## src/mpg_pkg.sv

```systemverilog
// Shared constants, types and helpers of the memory pressure governor.
package mpg_pkg;

  localparam int BYTE_BITS_DEF = 48;
  localparam int FRAC_BITS_DEF = 16;
  localparam int CFG_IDX_W     = 4;
  localparam int COUNT_W       = 16;

  // Pressure level codes as they appear on the result word.
  localparam logic [1:0] LVL_NORMAL    = 2'd0;
  localparam logic [1:0] LVL_PRESSURE  = 2'd1;
  localparam logic [1:0] LVL_EMERGENCY = 2'd2;

  typedef enum logic [CFG_IDX_W-1:0] {
    REG_EM_ENTER  = 4'd0,
    REG_EM_EXIT   = 4'd1,
    REG_PR_ENTER  = 4'd2,
    REG_PR_EXIT   = 4'd3,
    REG_EM_TARGET = 4'd4,
    REG_PR_TARGET = 4'd5,
    REG_RECOVERY  = 4'd6,
    REG_HEADROOM  = 4'd7
  } reg_index_t;

  // Threshold and target reset values in Q16; rescaled to the configured fraction width.
  localparam logic [63:0] RST_EM_ENTER  = 64'd62259;
  localparam logic [63:0] RST_EM_EXIT   = 64'd58982;
  localparam logic [63:0] RST_PR_ENTER  = 64'd55706;
  localparam logic [63:0] RST_PR_EXIT   = 64'd52429;
  localparam logic [63:0] RST_EM_TARGET = 64'd52429;
  localparam logic [63:0] RST_PR_TARGET = 64'd58982;
  localparam logic [COUNT_W-1:0] RST_RECOVERY = 16'd4;

  function automatic logic [63:0] rescale(input logic [63:0] v, input int frac);
    return (v << frac) >> 16;
  endfunction

  // Ratio decisions passed from the compare stage to the level stage.
  typedef struct packed {
    logic budget_zero;
    logic ge_em_enter;
    logic ge_em_exit;
    logic ge_pr_enter;
    logic ge_pr_exit;
    logic cap_on;
  } ratio_flags_t;

endpackage

```

## src/mpg_level.sv

```systemverilog
// Level stage: hysteresis state machine, recovery counter and free byte figure.
module mpg_level #(
  parameter int BYTE_BITS = mpg_pkg::BYTE_BITS_DEF
) (
  input  logic                          clk,
  input  logic                          rst,
  input  logic                          load,
  input  mpg_pkg::ratio_flags_t         flags,
  input  logic [BYTE_BITS-1:0]          em_scaled,
  input  logic [BYTE_BITS-1:0]          pr_scaled,
  input  logic [BYTE_BITS-1:0]          cap,
  input  logic [BYTE_BITS-1:0]          usage,
  input  logic [mpg_pkg::COUNT_W-1:0]   recovery_count,
  output logic [1:0]                    level,
  output logic [BYTE_BITS-1:0]          free_bytes
);

  typedef enum logic [1:0] {
    NORMAL    = mpg_pkg::LVL_NORMAL,
    PRESSURE  = mpg_pkg::LVL_PRESSURE,
    EMERGENCY = mpg_pkg::LVL_EMERGENCY
  } state_t;

  state_t                        state, state_next;
  logic [mpg_pkg::COUNT_W-1:0]   stable_count, stable_count_next;
  logic [mpg_pkg::COUNT_W-1:0]   bumped;
  logic [BYTE_BITS-1:0]          target;
  logic [BYTE_BITS-1:0]          free_bytes_next;

  assign bumped = (stable_count == '1) ? stable_count : stable_count + 1'b1;

  always_comb begin
    state_next        = state;
    stable_count_next = stable_count;
    if (flags.budget_zero || flags.ge_em_enter) begin
      state_next        = EMERGENCY;
      stable_count_next = '0;
    end else begin
      case (state)
        EMERGENCY: begin
          if (flags.ge_em_exit) begin
            stable_count_next = '0;
          end else if (bumped >= recovery_count) begin
            state_next        = PRESSURE;
            stable_count_next = '0;
          end else begin
            stable_count_next = bumped;
          end
        end
        PRESSURE: begin
          if (flags.ge_pr_exit) begin
            stable_count_next = '0;
          end else if (bumped >= recovery_count) begin
            state_next        = NORMAL;
            stable_count_next = '0;
          end else begin
            stable_count_next = bumped;
          end
        end
        NORMAL: begin
          if (flags.ge_pr_enter) begin
            state_next        = PRESSURE;
            stable_count_next = '0;
          end
        end
        default: begin
          state_next        = NORMAL;
          stable_count_next = '0;
        end
      endcase
    end
  end

  always_comb begin
    target = (state_next == EMERGENCY) ? em_scaled : pr_scaled;
    if (flags.cap_on && cap < target) begin
      target = cap;
    end
    if (state_next != NORMAL && !flags.budget_zero && usage > target) begin
      free_bytes_next = usage - target;
    end else begin
      free_bytes_next = '0;
    end
  end

  // The state register doubles as the level field of the result word.
  always_ff @(posedge clk) begin
    if (rst) begin
      state        <= NORMAL;
      stable_count <= '0;
    end else if (load) begin
      state        <= state_next;
      stable_count <= stable_count_next;
    end
  end

  always_ff @(posedge clk) begin
    if (load) begin
      free_bytes <= free_bytes_next;
    end
  end

  assign level = state;

endmodule

```

## config.mk

```make
export PLATFORM = sky130hd
export DESIGN_NAME = mpg_level
export DESIGN_NICKNAME = d
export VERILOG_FILES = /design/src/mpg_pkg.sv /design/src/mpg_level.sv
export SDC_FILE = /design/constraint.sdc
export NUM_CORES = 1
export LEC_CHECK = 0
export BUFFER_PORTS_ARGS = -buffer_cell sky130_fd_sc_hd__buf_2
export CORE_MARGIN = 3
export CORE_UTILIZATION = 55
export CTS_CLUSTER_DIAMETER = 200
export CTS_CLUSTER_SIZE = 25
export DETAILED_ROUTE_END_ITERATION = 10
export PLACE_DENSITY = 0.84
export SLEW_MARGIN = 20
export SYNTH_ARGS = -nofsm -noshare
export SYNTH_HDL_FRONTEND = slang
export SYNTH_SLANG_ARGS = --single-unit
```

## constraint.sdc

```tcl
create_clock -name clk -period 19.9 [get_ports clk]
set_input_delay 2.985 -clock clk [delete_from_list [all_inputs] [get_ports clk]]
set_output_delay 2.985 -clock clk [all_outputs]
set_load 0.01 [all_outputs]
```

==> flow_metrics.env <==
export IMPL_setup_viol=0
export IMPL_grt_pass1_vias=7969
export IMPL_drt_total_wl_mm=24.24
export IMPL_cts_root_buffer="clkbuf_16"
export IMPL_avgSynthCellArea_um2=8.383
export IMPL_tightest_slew_ps=1032
export IMPL_p_leak_nw=5.102
export IMPL_detailed_place_area_um2=9903
export IMPL_synth_edf_count=48
export IMPL_ys_warn_count=0
export IMPL_worst_ir_drop_vdd_v=0.00004164
export IMPL_syn_inst=1017
export IMPL_nFillCells=1246
export IMPL_status="complete, no violations"
export IMPL_post_route_util_pct=68.60
export IMPL_setup_ws_ps=7907
export IMPL_grt_pass1_wl_mm=37.76
export IMPL_post_cts_resized=0
export IMPL_hpwl_mm=19.74
export IMPL_synth_ff_type="edfxtp_1"
export IMPL_p_per_area_nw_per_um2=60.14
export IMPL_yosysUniqueCellTypes=62
export IMPL_min_period_ps=11990
export IMPL_async_flop_share_pct=0
export IMPL_final_cells=1452
export IMPL_tns_ps=0
export IMPL_track_usage_pct=27.54
export IMPL_cp_data_arrival_time_ps=12040
export IMPL_post_route_cell_area_um2=10200
export IMPL_worst_hold_slack_ps=513.1
export IMPL_dp_cells=1434
export IMPL_rsz0062_at_grt="false"
export IMPL_fin_skew_ps=11.38
export IMPL_path_max_fanout=40
export IMPL_vias_per_cell=5.848
export IMPL_cts_setup_buffers=0
export IMPL_syn_to_final_growth_pct=19.61
export IMPL_synth_seq_area_share_pct=21.13
export IMPL_crit_top_cell="o21ai_0"
export IMPL_fmax_mhz=83.38
export IMPL_start_util_pct=57.36
export IMPL_finalPower_mw=0.6133
export IMPL_worst_setup_path_start_kind="input pin"
export IMPL_fin_nets=1595
export IMPL_finalWeightedCongestion=0.9497
export IMPL_vias=8492
export IMPL_synth_seq_cells=66
export IMPL_clockBufferDepth=2
export IMPL_antenna_found_initial=2
export IMPL_finalCritPeriodShare_pct=60.26
export IMPL_slew_violations=0
export IMPL_core_um2=14860
export IMPL_clk_latency_ps=340
export IMPL_drive_gt1_share_pct=26.94
export IMPL_slew_headroom_pct=30.85
export IMPL_boundaryPins=267
export IMPL_cap_violations=0
export IMPL_drt_iter0_drc=678
export IMPL_die_w_um=130.5
export IMPL_grt_max_degree=54
export IMPL_cts_tree="done"
export IMPL_slowest_stage="o21ai_0"
export IMPL_numCtsBuffers=9
export IMPL_crit_type="input pin to flip-flop"
export IMPL_drt_pass1_iterations=5
export IMPL_syn_nets=1351
export IMPL_critPathMaxStageDelay_ps=680
export IMPL_overflow=0
export IMPL_clock_sinks=66
export IMPL_endpoint_kind="flip-flop"
export IMPL_wl_per_cell_um=16.69
export IMPL_die_h_um=130.5
export IMPL_clkTransAtPathRegs_ps=50
export IMPL_dieArea_um2=17030
export IMPL_std_cell_rows=44
export IMPL_ant_nets=0
export IMPL_hold_viol_final=0
export IMPL_io_buffers=266
export IMPL_worstPathRequired_ps=19940
export IMPL_hp_class="flip-flop to flip-flop"
export IMPL_synthTopCellsByArea="ha_1 17%, edfxtp_1 17%, mux2i_1 5.6%"
export IMPL_syn_area_um2=8526
export IMPL_holdBufCountCts=0
export IMPL_synth_top_cell_area_share_pct=17.02
export IMPL_synth_top_area_cell="ha_1"
export IMPL_drc_errors=0
export IMPL_dp_slack_ps=7698
export IMPL_cts_htree_levels=3
[cells by family after synthesis]
family                   Yosys count  synth area share (%)
AO/OA/AOI/OAI                    277                 20.75
XOR/XNOR                          47                 4.828
adder cells (fa/ha/maj)          117                 17.26
buffers and inverters            122                 6.457
flip-flops                        66                 21.13
multiplexers                      98                 13.56
AND/OR/NAND/NOR                  290                 16.01
[final cells by class]
class                      instances  area [um^2]  share of cell area [%]
tap                              184        230.2                   2.258
clock inverter                     3        38.79                  0.3804
clock buffer                      13        250.2                   2.454
inverter                          85        319.1                   3.129
timing repair buffer             270         1361                   13.35
multi-input combinational        829         6191                   60.71
antenna                            2        5.005                 0.04908
sequential                        66         1802                   17.67
[cell usage in the layout (no fill, tap or decap), types with 24 or more instances in the layout]
master	synthesis	routed
a21o_1	38	38
a21oi_1	93	92
buf_2	5	266
edfxtp_1	48	48
ha_1	116	116
inv_1	85	85
mux2_4	30	30
mux2i_1	48	48
nand2_1	60	60
nor2_1	103	103
o21ai_0	53	53
xnor2_1	24	24
[where the power goes]
part	leakage (nW)	switching, mW	internal (mW)	total, mW
clock	0.141	0.0566	0.0998	0.156
combinational	4.31	0.164	0.129	0.293
sequential	0.654	0.00370	0.160	0.164
total	5.10	0.225	0.389	0.613
[worst paths after layout]
| kind | start | to | slack, ps | cells past startpoint |
|---|---|---|---|---|
| max reg2reg | stable_count[4] | free_bytes[39] | 8030 | 39 |
| min reg2reg | stable_count[5] | stable_count[5] | 510 | 2 |
| max | recovery_count[0] | free_bytes[39] | 7910 | 32 |
| min | stable_count[5] | stable_count[5] | 510 | 2 |
[synth_stat cells, types with 4 or more instances]
cell / n
dfxtp_1: 18
nand3b_1: 4
a311oi_1: 4
a21oi_1: 93
and2_1: 12
o211ai_1: 4
o21bai_1: 8
mux2i_1: 48
a211oi_1: 10
a221oi_1: 4
nor4_1: 5
or3_1: 5
and3_1: 8
nand2b_1: 13
o21a_1: 10
nor3_1: 23
ha_1: 116
xor2_1: 23
buf_4: 4
o31ai_1: 4
clkbuf_1: 21
nand3_1: 21
o21ai_0: 53
a21o_1: 38
inv_1: 85
edfxtp_1: 48
mux2_2: 20
xnor2_1: 24
nor2b_1: 8
mux2_4: 30
a31oi_1: 8
nand2_1: 60
o221ai_1: 4
nor2_1: 103
nand4_1: 21
a21boi_0: 4
buf_2: 5
a22oi_1: 8
[critical path, delay by kind of cell]
kind,cells,cell delay (ps)
multiplexers,2,620
AND/OR/NAND/NOR,8,1480
buffers and inverters,3,1280
AO/OA/AOI/OAI,16,4610
adder cells (fa/ha/maj),3,970
[sequential cells by signal, summed over array words and instances (netlist names)]
name	count
free_bytes	48
stable_count	16
level	2
[per-layer routing]
metal | track usage, % | wire length, um
met3 | 4.675 | 1844
met5 | 0 | 0
met4 | 9.861 | 690
met1 | 34.95 | 9932
met2 | 47.19 | 11770
Note: power is estimated with default switching activity, not from simulation.
